`config.mk`:
```
export PLATFORM = sky130hd
export DESIGN_NAME = ndef_text_record_parser_core
export DESIGN_NICKNAME = d
export VERILOG_FILES = /design/src/rtl/core/ntrp_pkg.sv /design/src/rtl/core/ndef_text_record_parser_core.sv
export SDC_FILE = /design/constraint.sdc
export NUM_CORES = 1
export LEC_CHECK = 0
export BUFFER_PORTS_ARGS = -buffer_cell sky130_fd_sc_hd__buf_4
export CORE_MARGIN = 10
export CORE_UTILIZATION = 30
export DETAILED_ROUTE_END_ITERATION = 8
export GPL_ROUTABILITY_DRIVEN = 1
export SLEW_MARGIN = 20
export SYNTH_ARGS = -nofsm -noshare
export SYNTH_HDL_FRONTEND = slang
export SYNTH_SLANG_ARGS = --single-unit
```
`constraint.sdc`:
```
create_clock -name clk -period 3.8 [get_ports clk]
set_input_delay 0.57 -clock clk [delete_from_list [all_inputs] [get_ports clk]]
set_output_delay 0.57 -clock clk [all_outputs]
set_load 0.1 [all_outputs]
```
`src/rtl/core/ntrp_pkg.sv`:
```
// shared types and constants of the ndef text record parser
package ntrp_pkg;

	localparam int MAX_LANG_LEN_DEF = 8;
	localparam int CFG_W            = 16;
	localparam int CFG_IDX_W        = 1;

	localparam logic [CFG_IDX_W-1:0] CFG_BUFFER_CAPACITY = 1'b0;
	localparam logic [CFG_IDX_W-1:0] CFG_EXPECTED_TYPE   = 1'b1;

	localparam logic [15:0] CAPACITY_RST      = 16'd0;
	localparam logic [7:0]  EXPECTED_TYPE_RST = 8'h54;

	localparam logic [1:0] TNF_WELL_KNOWN = 2'b01;
	localparam logic [7:0] TYPE_LEN_ONE   = 8'h01;

	localparam logic [2:0] CL_FRAME   = 3'd0;
	localparam logic [2:0] CL_LANG    = 3'd1;
	localparam logic [2:0] CL_STORED  = 3'd2;
	localparam logic [2:0] CL_DISCARD = 3'd3;
	localparam logic [2:0] CL_REJECT  = 3'd4;
	localparam logic [2:0] CL_END     = 3'd5;

	localparam logic [3:0] ERR_NONE       = 4'd0;
	localparam logic [3:0] ERR_NO_BUFFER  = 4'd1;
	localparam logic [3:0] ERR_BAD_HEADER = 4'd2;
	localparam logic [3:0] ERR_TYPE_LEN   = 4'd3;
	localparam logic [3:0] ERR_TYPE       = 4'd4;
	localparam logic [3:0] ERR_STATUS     = 4'd5;
	localparam logic [3:0] ERR_LANG_LONG  = 4'd6;
	localparam logic [3:0] ERR_EARLY_END  = 4'd7;
	localparam logic [3:0] ERR_LEN_SHORT  = 4'd8;

	typedef struct packed {
		logic [7:0] data_byte;
		logic       stream_end;
	} in_word_t;

	typedef struct packed {
		logic [2:0]  byte_class;
		logic [7:0]  out_byte;
		logic [15:0] position;
		logic        record_done;
		logic [3:0]  error_code;
		logic [15:0] stored_count;
		logic        utf16_text;
		logic [3:0]  language_length;
	} out_word_t;

endpackage

```
`src/rtl/core/ndef_text_record_parser_core.sv`:
```
// ndef text record parser: byte-wise header, length, type, status, language and payload parsing
//
// input channel: in_valid/in_stall carry one word per stream byte, or an end-of-stream
// word when stream_end is set (its data byte is then ignored).
// output channel: out_valid/out_stall return exactly one result word per input word,
// in order: byte class, echoed byte, buffer position, completion and error code, plus
// the running stored count and the accepted status fields.
// out_valid rises once the result register loads: the input register loads at the accepting edge,
// and the parse logic then feeds the result register as soon as that register is free. one word
// is taken every cycle as long as the receiver keeps taking results; the phase machine
// and its length counters update once per word, which sets the rate at one word per cycle.
// when out_stall holds a result, the input register fills and in_stall rises; no word
// is lost or repeated.
// configuration (buffer capacity, expected type byte) goes through cfg_we, cfg_index and cfg_wdata;
// the user is to write it only while no record is in progress; the block does not enforce this.
// reset clears both pipeline registers, puts the parser back to waiting for a header
// byte, sets the capacity to zero and the expected type to 'T'.
module ndef_text_record_parser_core
	import ntrp_pkg::*;
#(
	parameter int MAX_LANGUAGE_LENGTH = MAX_LANG_LEN_DEF
) (
	input  logic                 clk,
	input  logic                 arst_n,
	input  logic                 in_valid,
	output logic                 in_stall,
	input  in_word_t             in_data,
	output logic                 out_valid,
	input  logic                 out_stall,
	output out_word_t            out_data,
	input  logic                 cfg_we,
	input  logic [CFG_IDX_W-1:0] cfg_index,
	input  logic [CFG_W-1:0]     cfg_wdata
);

	localparam int LW = $clog2(MAX_LANGUAGE_LENGTH + 1);

	typedef enum logic [2:0] {
		PH_IDLE    = 3'd0,
		PH_TYPELEN = 3'd1,
		PH_LENGTH  = 3'd2,
		PH_TYPE    = 3'd3,
		PH_STATUS  = 3'd4,
		PH_LANG    = 3'd5,
		PH_PAYLOAD = 3'd6
	} phase_t;

	logic [15:0] buffer_capacity_q;
	logic [7:0]  expected_type_q;

	in_word_t  word_s1;
	logic      valid_s1;
	out_word_t word_s2;
	logic      valid_s2;
	logic      adv_s2;
	logic      in_take;

	phase_t      phase_q, phase_d;
	logic        short_q, short_d;
	logic [1:0]  lbs_q, lbs_d;
	logic [31:0] rem_q, rem_d;
	logic [LW-1:0] lcnt_q, lcnt_d;
	logic [LW-1:0] ltot_q, ltot_d;
	logic        utf16_q, utf16_d;
	logic [15:0] stored_q, stored_d;

	out_word_t res;
	logic [7:0]  b;
	logic        fin;
	logic [5:0]  llen;
	logic [31:0] rem_dec;
	logic [LW-1:0] lcnt_inc;
	logic [1:0]  lbs_inc;
	logic [31:0] ltot_ext;
	logic        busy;

	assign adv_s2    = valid_s1 & (~valid_s2 | ~out_stall);
	assign in_stall  = valid_s1 & ~adv_s2;
	assign in_take   = in_valid & ~in_stall;
	assign out_valid = valid_s2;
	assign out_data  = word_s2;

	// configuration registers
	always_ff @(posedge clk or negedge arst_n) begin
		if (!arst_n) begin
			buffer_capacity_q <= CAPACITY_RST;
			expected_type_q   <= EXPECTED_TYPE_RST;
		end else if (cfg_we) begin
			case (cfg_index)
				CFG_BUFFER_CAPACITY: buffer_capacity_q <= cfg_wdata[15:0];
				CFG_EXPECTED_TYPE:   expected_type_q   <= cfg_wdata[7:0];
				default: ;
			endcase
		end
	end

	// input register
	always_ff @(posedge clk or negedge arst_n) begin
		if (!arst_n) begin
			valid_s1 <= 1'b0;
		end else begin
			valid_s1 <= in_take | (valid_s1 & ~adv_s2);
		end
	end

	always_ff @(posedge clk) begin
		if (in_take) begin
			word_s1 <= in_data;
		end
	end

	// parse logic
	always_comb begin
		b        = word_s1.data_byte;
		fin      = word_s1.stream_end;
		llen     = b[5:0];
		rem_dec  = rem_q - 32'd1;
		lcnt_inc = lcnt_q + LW'(1);
		lbs_inc  = lbs_q + 2'd1;
		busy     = (phase_q inside {PH_TYPELEN, PH_LENGTH, PH_TYPE, PH_STATUS, PH_LANG,
			PH_PAYLOAD});

		phase_d  = phase_q;
		short_d  = short_q;
		lbs_d    = lbs_q;
		rem_d    = rem_q;
		lcnt_d   = lcnt_q;
		ltot_d   = ltot_q;
		utf16_d  = utf16_q;
		stored_d = stored_q;

		res             = '0;
		res.byte_class  = CL_FRAME;
		res.out_byte    = b;
		res.error_code  = ERR_NONE;

		if (!busy) begin
			phase_d  = PH_IDLE;
			stored_d = 16'd0;
			utf16_d  = 1'b0;
			ltot_d   = '0;
			if (buffer_capacity_q == 16'd0) begin
				res.byte_class = fin ? CL_END : CL_REJECT;
				res.out_byte   = fin ? 8'd0 : b;
				res.error_code = ERR_NO_BUFFER;
			end else if (fin) begin
				res.byte_class = CL_END;
				res.out_byte   = 8'd0;
				res.error_code = ERR_EARLY_END;
			end else if (b[3] || (b[1:0] != TNF_WELL_KNOWN)) begin
				res.byte_class = CL_REJECT;
				res.error_code = ERR_BAD_HEADER;
			end else begin
				short_d = b[4];
				lbs_d   = 2'd0;
				rem_d   = 32'd0;
				lcnt_d  = '0;
				phase_d = PH_TYPELEN;
			end
		end else if (fin) begin
			phase_d        = PH_IDLE;
			res.byte_class = CL_END;
			res.out_byte   = 8'd0;
			if (phase_q == PH_PAYLOAD && stored_q >= buffer_capacity_q) begin
				res.record_done = 1'b1;
			end else begin
				res.error_code = ERR_EARLY_END;
			end
		end else begin
			case (phase_q)
				PH_TYPELEN: begin
					if (b != TYPE_LEN_ONE) begin
						res.byte_class = CL_REJECT;
						res.error_code = ERR_TYPE_LEN;
						phase_d        = PH_IDLE;
					end else begin
						phase_d = PH_LENGTH;
					end
				end
				PH_LENGTH: begin
					rem_d = {rem_q[23:0], b};
					lbs_d = lbs_inc;
					if (short_q || lbs_inc == 2'd0) begin
						phase_d = PH_TYPE;
					end
				end
				PH_TYPE: begin
					if (b != expected_type_q) begin
						res.byte_class = CL_REJECT;
						res.error_code = ERR_TYPE;
						phase_d        = PH_IDLE;
					end else begin
						phase_d = PH_STATUS;
					end
				end
				PH_STATUS: begin
					if (llen == 6'd0 || b[6]) begin
						res.byte_class = CL_REJECT;
						res.error_code = ERR_STATUS;
						phase_d        = PH_IDLE;
					end else if (32'(llen) > MAX_LANGUAGE_LENGTH) begin
						res.byte_class = CL_REJECT;
						res.error_code = ERR_LANG_LONG;
						phase_d        = PH_IDLE;
					end else if (rem_q < 32'(llen) + 32'd1) begin
						res.byte_class = CL_REJECT;
						res.error_code = ERR_LEN_SHORT;
						phase_d        = PH_IDLE;
					end else begin
						rem_d   = rem_q - 32'(llen) - 32'd1;
						utf16_d = b[7];
						ltot_d  = llen[LW-1:0];
						lcnt_d  = '0;
						phase_d = PH_LANG;
					end
				end
				PH_LANG: begin
					res.byte_class = CL_LANG;
					res.position   = 16'(lcnt_q);
					lcnt_d         = lcnt_inc;
					if (lcnt_inc >= ltot_q) begin
						if (rem_q == 32'd0) begin
							res.record_done = 1'b1;
							phase_d         = PH_IDLE;
						end else begin
							phase_d = PH_PAYLOAD;
						end
					end
				end
				PH_PAYLOAD: begin
					rem_d = rem_dec;
					if (stored_q < buffer_capacity_q) begin
						res.byte_class = CL_STORED;
						res.position   = stored_q;
						stored_d       = stored_q + 16'd1;
					end else begin
						res.byte_class = CL_DISCARD;
					end
					if (rem_dec == 32'd0) begin
						res.record_done = 1'b1;
						phase_d         = PH_IDLE;
					end
				end
				default: phase_d = PH_IDLE;
			endcase
		end

		ltot_ext            = 32'(ltot_d);
		res.stored_count    = stored_d;
		res.utf16_text      = utf16_d;
		res.language_length = ltot_ext[3:0];
	end

	// phase machine and result register
	always_ff @(posedge clk or negedge arst_n) begin
		if (!arst_n) begin
			phase_q  <= PH_IDLE;
			short_q  <= 1'b0;
			lbs_q    <= 2'd0;
			rem_q    <= 32'd0;
			lcnt_q   <= '0;
			ltot_q   <= '0;
			utf16_q  <= 1'b0;
			stored_q <= 16'd0;
			valid_s2 <= 1'b0;
			word_s2  <= '0;
		end else begin
			valid_s2 <= adv_s2 | (valid_s2 & out_stall);
			if (adv_s2) begin
				phase_q  <= phase_d;
				short_q  <= short_d;
				lbs_q    <= lbs_d;
				rem_q    <= rem_d;
				lcnt_q   <= lcnt_d;
				ltot_q   <= ltot_d;
				utf16_q  <= utf16_d;
				stored_q <= stored_d;
				word_s2  <= res;
			end
		end
	end

	a_done_no_error: assert property (@(posedge clk) disable iff (!arst_n)
		valid_s2 |-> !(word_s2.record_done && word_s2.error_code != ERR_NONE))
		else $error("completed record carries an error code");

	a_stored_count: assert property (@(posedge clk) disable iff (!arst_n)
		(valid_s2 && word_s2.byte_class == CL_STORED) |->
			(word_s2.stored_count == word_s2.position + 16'd1))
		else $error("stored byte position does not match stored count");

	a_end_to_idle: assert property (@(posedge clk) disable iff (!arst_n)
		(adv_s2 && (res.record_done || res.error_code != ERR_NONE)) |=>
			(phase_q == PH_IDLE))
		else $error("parser not idle after completion or error");

	a_stall_full: assert property (@(posedge clk) disable iff (!arst_n)
		in_stall |-> (valid_s1 && valid_s2 && out_stall))
		else $error("input stalled while the pipeline can move");

	a_lang_bound: assert property (@(posedge clk) disable iff (!arst_n)
		(phase_q == PH_LANG) |-> (lcnt_q < ltot_q))
		else $error("language index beyond language length");

endmodule

```
# Word-level counts from Yosys, hierarchy flattened
# Cells that the tools add are included.
[op_classes]
n_addsub = 7
n_mul = 0
n_div = 0
magnitude_cmp = 5
n_eq_ne = 28
shift = 0
n_mux = 89
bitwise_logic = 16
n_reduce_logical = 19
[ops]
columns = ["cell", "n"]
rows = [
  ["32-bit 2-to-1 mux", 8],
  ["16-bit 2-to-1 mux", 6],
  ["32-bit case mux with 3 select lines", 1],
  ["4-bit 2-to-1 mux", 18],
  ["3-bit 2-to-1 mux", 22],
  ["32-bit logical NOT", 2],
  ["32-bit by 1-bit subtractor with 32-bit output (second input constant)", 2],
  ["17-bit case mux with 2 select lines", 1],
  ["32-bit by 7-bit less-than comparator with 1-bit output", 1],
  ["32-bit by 6-bit subtractor with 32-bit output", 1],
  ["11-bit 2-to-1 mux", 2],
  ["2-bit 2-to-1 mux", 9],
  ["3-bit case mux with 6 select lines", 1],
  ["9-bit AND reduction", 2],
  ["17-bit 2-to-1 mux", 1],
  ["16-bit by 1-bit adder with 16-bit output (second input constant)", 1],
  ["16-bit greater-or-equal comparator", 1],
  ["16-bit logical NOT", 1],
  ["16-bit less-than comparator", 1],
  ["1-bit 2-to-1 mux", 15],
  ["3-bit case mux with 5 select lines", 1],
  ["2-bit by 1-bit != test with 1-bit output (second input constant)", 6],
  ["2-bit != test (second input constant)", 6],
  ["4-bit by 3-bit != test with 1-bit output (second input constant)", 3],
  ["other kinds (29)", 52],
]
[totals]
reg_bits = 130
latch_bits = 0
mem_bits_rw = 0
mem_bits_ro = 0
inputBits = 31
output_inout_bits = 55
elab_cells = 183
mem_count = 0

# Longest topological paths before layout
[logic_depth]
ltp_word = 8
depth_mapped = 14
ltp_nobuf = 12

# Worst setup path before layout
# No wires, ideal clock.
[synth_path]
path_kind = "flip-flop to flip-flop"
start = "register stored_q[0]"
end = "register word_s2 (netlist bit out_data[26])"
setup_time_ns = 0.128
t_arrival_ns = 3.107
required_time_ns = 3.672
path_slack_ns = 0.565
path_stages_with_launch = 12
n_path_buf = 1
period_less_slack_ns = 3.235
path_cell_list = "dfrtp_1 inv_1 ha_1 nor2b_1 o21a_1 o21a_1 o21ai_0 a2111oi_0 nor2_1 clkbuf_1 a222oi_1 inv_1"
[synth_via]
elab_chain_len = 5
[synth_lines]
columns = ["item", "line_no", "text"]
rows = [
  ["start: declaration", "ndef_text_record_parser_core.sv:65", "logic [15:0] stored_q, stored_d;"],
  ["start signal: assignment", "ndef_text_record_parser_core.sv:277", "stored_q <= stored_d;"],
  ["16-bit less-than comparator", "ndef_text_record_parser_core.sv:232", "if (stored_q < buffer_capacity_q) begin"],
  ["16-bit 2-to-1 mux *", "ndef_text_record_parser_core.sv:232", ""],
  ["17-bit case mux with 2 select lines *", "ndef_text_record_parser_core.sv:170", "case (phase_q)"],
  ["16-bit 2-to-1 mux *", "ndef_text_record_parser_core.sv:160", "end else if (fin) begin"],
  ["17-bit 2-to-1 mux *", "ndef_text_record_parser_core.sv:137", "if (!busy) begin"],
  ["end signal: assignment", "ndef_text_record_parser_core.sv:278", "word_s2 <= res;"],
  ["end: declaration", "ndef_text_record_parser_core.sv:53", "out_word_t word_s2;"],
]
# Mark *: on every way between the ends. The rest lies on a longest branch, timed or not.
# A chain may end at the register's enable or synchronous reset.

# Worst setup path in the final report
[layout_path]
start = "register rem_q[1]"
end = "register phase_q[1]"
[layout_via]
elab_chain_len = 6
elab_cells_between_ends = 10
cone_classes = "add/sub: 1; eq/ne: 1; mux: 5; reduce/logical: 3"
[layout_lines]
columns = ["item", "line_no", "text"]
rows = [
  ["start: declaration", "ndef_text_record_parser_core.sv:61", "logic [31:0] rem_q, rem_d;"],
  ["start signal: assignment", "ndef_text_record_parser_core.sv:273", "rem_q <= rem_d;"],
  ["branches (longest 6 deep; another with 32-bit by 1-bit subtractor with 32-bit output)", "--", ""],
  ["end signal: assignment", "ndef_text_record_parser_core.sv:270", "phase_q <= phase_d;"],
  ["end: declaration", "ndef_text_record_parser_core.sv:58", "phase_t phase_q, phase_d;"],
]
# Several ways; the timed one is not identified. The select of a mux whose other input is x is not followed.

==> impl_metrics.tcl <==
set metrics [dict create \
    synth_area_sq_um 8460 \
    worstSetupEndpointType "flip-flop" \
    grt_max_degree 122 \
    final_layout_size_suffix_gt1_frac 0.178 \
    tns_ps 0 \
    finClkSkew_ps 11.9 \
    finalPower_w 0.00452 \
    ys.flop_type "dfrtp_1" \
    die_y_um 188 \
    status "complete, but fails checks" \
    critPathSlowestCell "or4_4" \
    dp_worst_setup_slack_ps 423 \
    nFillCells 2890 \
    worstPathArrival_ps 3790 \
    vias 7827 \
    ctsHtreeMaxLevel 4 \
    period_share 0.903 \
    drv_slew 0 \
    synth_cell_type_count 80 \
    rsz0062_at_grt "no" \
    die_w_um 188 \
    via_per_inst 5.52 \
    crit_family "simple AND/OR/NAND/NOR gates" \
    maxCapViolCount 0 \
    start_util 0.304 \
    fin_nets 1101 \
    clkSinkCount 130 \
    cts-buffers-inserted 17 \
    powerDensity_nw_per_um2 447 \
    postCtsSetupRepairBufs 0 \
    portBuffers 85 \
    first_pass_iters 9 \
    syn2layout_area_growth_pct 19.5 \
    setup_viol 0 \
    synth_enable_flop_cells 9 \
    synth_top_area_share 0.349 \
    fmax_mhz 291 \
    path_class "flip-flop to flip-flop" \
    slowest_delay_ps 580 \
    antenna_found_initial 0 \
    dr.first_iter.drc_count 821 \
    ys_seq_area_frac 0.390 \
    grt_overflow 0 \
    hpwl_mm 20.1 \
    stdcell_count 1419 \
    crit_buf_inv 1 \
    syn-num-nets 1026 \
    seq_area_sq_um 3300 \
    die-area_sq_um 35300 \
    setup_ws_ps 367 \
    critPathLaunchType "flip-flop" \
    dpl.cell_count 1387 \
    path_cells "inv_1 > ha_1 > nor3b_1 > nand2_1 > or4_1 > xor2_1 > o2111ai_2 > or4_4 > a21oi_2 > mux2i_1" \
    relSlewSlack 0.376 \
    synth_top_area_cell "dfrtp_1" \
    wire_per_inst_um 19.5 \
    grt_pass1_wl_mm 43.8 \
    worstPathRequired_ps 4160 \
    cts-resized-gates 0 \
    ir_drop_v 0.000250 \
    grt_use_total 0.154 \
    cts.path.max_buffers 2 \
    first_global_vias 7610 \
    yosys_warnings 0 \
    worstSkewPairLatency_ps 440 \
    gp_congestion 0.951 \
    leakagePower_nw 4.41 \
    synthTopCellsByArea "dfrtp_1, ha_1, o21ai_0" \
    fin_crit_ps 3430 \
    cp_max_fo 6 \
    core_sq_um 27800 \
    syn_area_per_cell_sq_um 8.88 \
    ioPinCount 86 \
    hold_viol_final 0 \
    antenna_left 0 \
    rows 61 \
    cts_tree "done" \
    synth_cells 953 \
    multi_input_area_sq_um 4660 \
    diodes 0 \
    drt_wl_total_mm 27.6 \
    root_buffer "clkbuf_16" \
    cts.hold.buffers_added 0 \
    yosys_register_bits 130 \
    drc 1 \
    min_path_type "input port to asynchronous set/reset pin" \
    ys_async_sr_fraction 0.931 \
    clk_pin_slew_ps 70 \
    violations "DRC" \
    worst_pin_slew_ps 927 \
]
==> worst paths after layout <==
check	cells after the start	from	slack [ps]	to
worst min register to register	2	out_data[47]	480	out_data[47]
worst max-delay path	10	rem_q[1]	370	phase_q[1]
worst min-delay path	2	arst_n	200	out_data[47]
worst max register to register	10	rem_q[1]	370	phase_q[1]
max in group asynchronous	2	arst_n	3030	rem_q[31]
min in group clk	1	in_data[6]	310	b[5]
==> layout make-up <==
| class | count | share of cell area |
|---|---|---|
| Sequential cell | 130 | 0.327 |
| Multi-Input combinational cell | 712 | 0.461 |
| Clock buffer | 17 | 0.0421 |
| Clock inverter | 15 | 0.0156 |
| Tap cell | 378 | 0.0468 |
| Inverter | 47 | 0.0175 |
| Timing Repair Buffer | 120 | 0.0903 |
==> stage by stage <==
step,instance area [sq um],util,hold WS (ps)
3_5_place_dp,9530,0.343,472
5_1_grt,10100,0.364,259
4_1_cts,10100,0.364,266
6_report,10100,0.364,198
3_3_place_gp,9530,0.343,464
2_1_floorplan,8460,-,274
==> logic make-up after synthesis <==
| group | after synthesis | share of synthesized area |
|---|---|---|
| AOI/OAI and AO/OA | 272 | 0.215 |
| and+or+nand+nor | 330 | 0.197 |
| adders and majority gates | 42 | 0.0630 |
| muxes | 20 | 0.0253 |
| DFF | 130 | 0.390 |
| xor gates and xnor gates | 48 | 0.0497 |
| buffers and inverters | 111 | 0.0593 |
==> synth_stat cells (9+ instances only) <==
cell type and number:
o21ai_0 74, inv_1 47, and2_1 9, nand4_1 20
nand3_1 18, nor4_1 24, nor2_1 84, nor2b_1 10
edfxtp_1 9, mux2_2 11, a21oi_1 58, a31oi_1 10
dfrtp_1 118, o21a_1 10, clkbuf_1 38, nand2_1 78
xnor2_1 38, mux2i_1 9, nand2b_1 14, nor3_1 36
buf_2 12, o31ai_1 11, ha_1 41, xor2_1 10
a22o_1 22, a21o_1 9
==> layout by cell type (no fill, tap or decap), types with 7 or more instances in the layout <==
cell       count
a21o_1         9
mux2i_1        9
mux2_2        11
o22a_1         7
nor2_1        84
xnor2_1       38
o31ai_1       11
nand3_1       18
xor2_1        10
dfrtp_1      118
a21oi_1       58
edfxtp_1       9
nand4_1       20
inv_1         47
nand2b_1      14
and2_1         9
buf_4        119
nand2_1       78
nor3_1        36
nor2b_1       10
o21a_1        10
clkbuf_16     17
a22o_1        22
a31oi_1       10
nor4_1        24
ha_1          41
o21ai_0       74
a22oi_1        7
==> power breakdown <==
part	leakage [nW]	internal, W	switching, W
Combinational	2.46	0.000416	0.000785
Clock	0.286	0.000881	0.000775
Sequential	1.67	0.00151	0.000147
Total	4.41	0.00281	0.00171
==> flip-flops by register name, summed over array words and instances (netlist names), 2 cells and up <==
register	flops
buffer_capacity_q	16
b	8
rem_q	32
out_data	32
lcnt_q	4
phase_q	3
ltot_q	4
stored_q	16
expected_type_q	8
lbs_q	2
==> per-layer routing <==
layer / vias to the layer above / wire, um / share of wire / global-route usage
met5: - / 0 / 0 / 0
li1: 3645 / - / - / -
met1: 3739 / 12000 / 0.44 / 0.202
met2: 390 / 12500 / 0.45 / 0.240
met4: 0 / 582 / 0.021 / 0.0495
met3: 53 / 2540 / 0.092 / 0.0425
(Power assumes the default switching activity.)
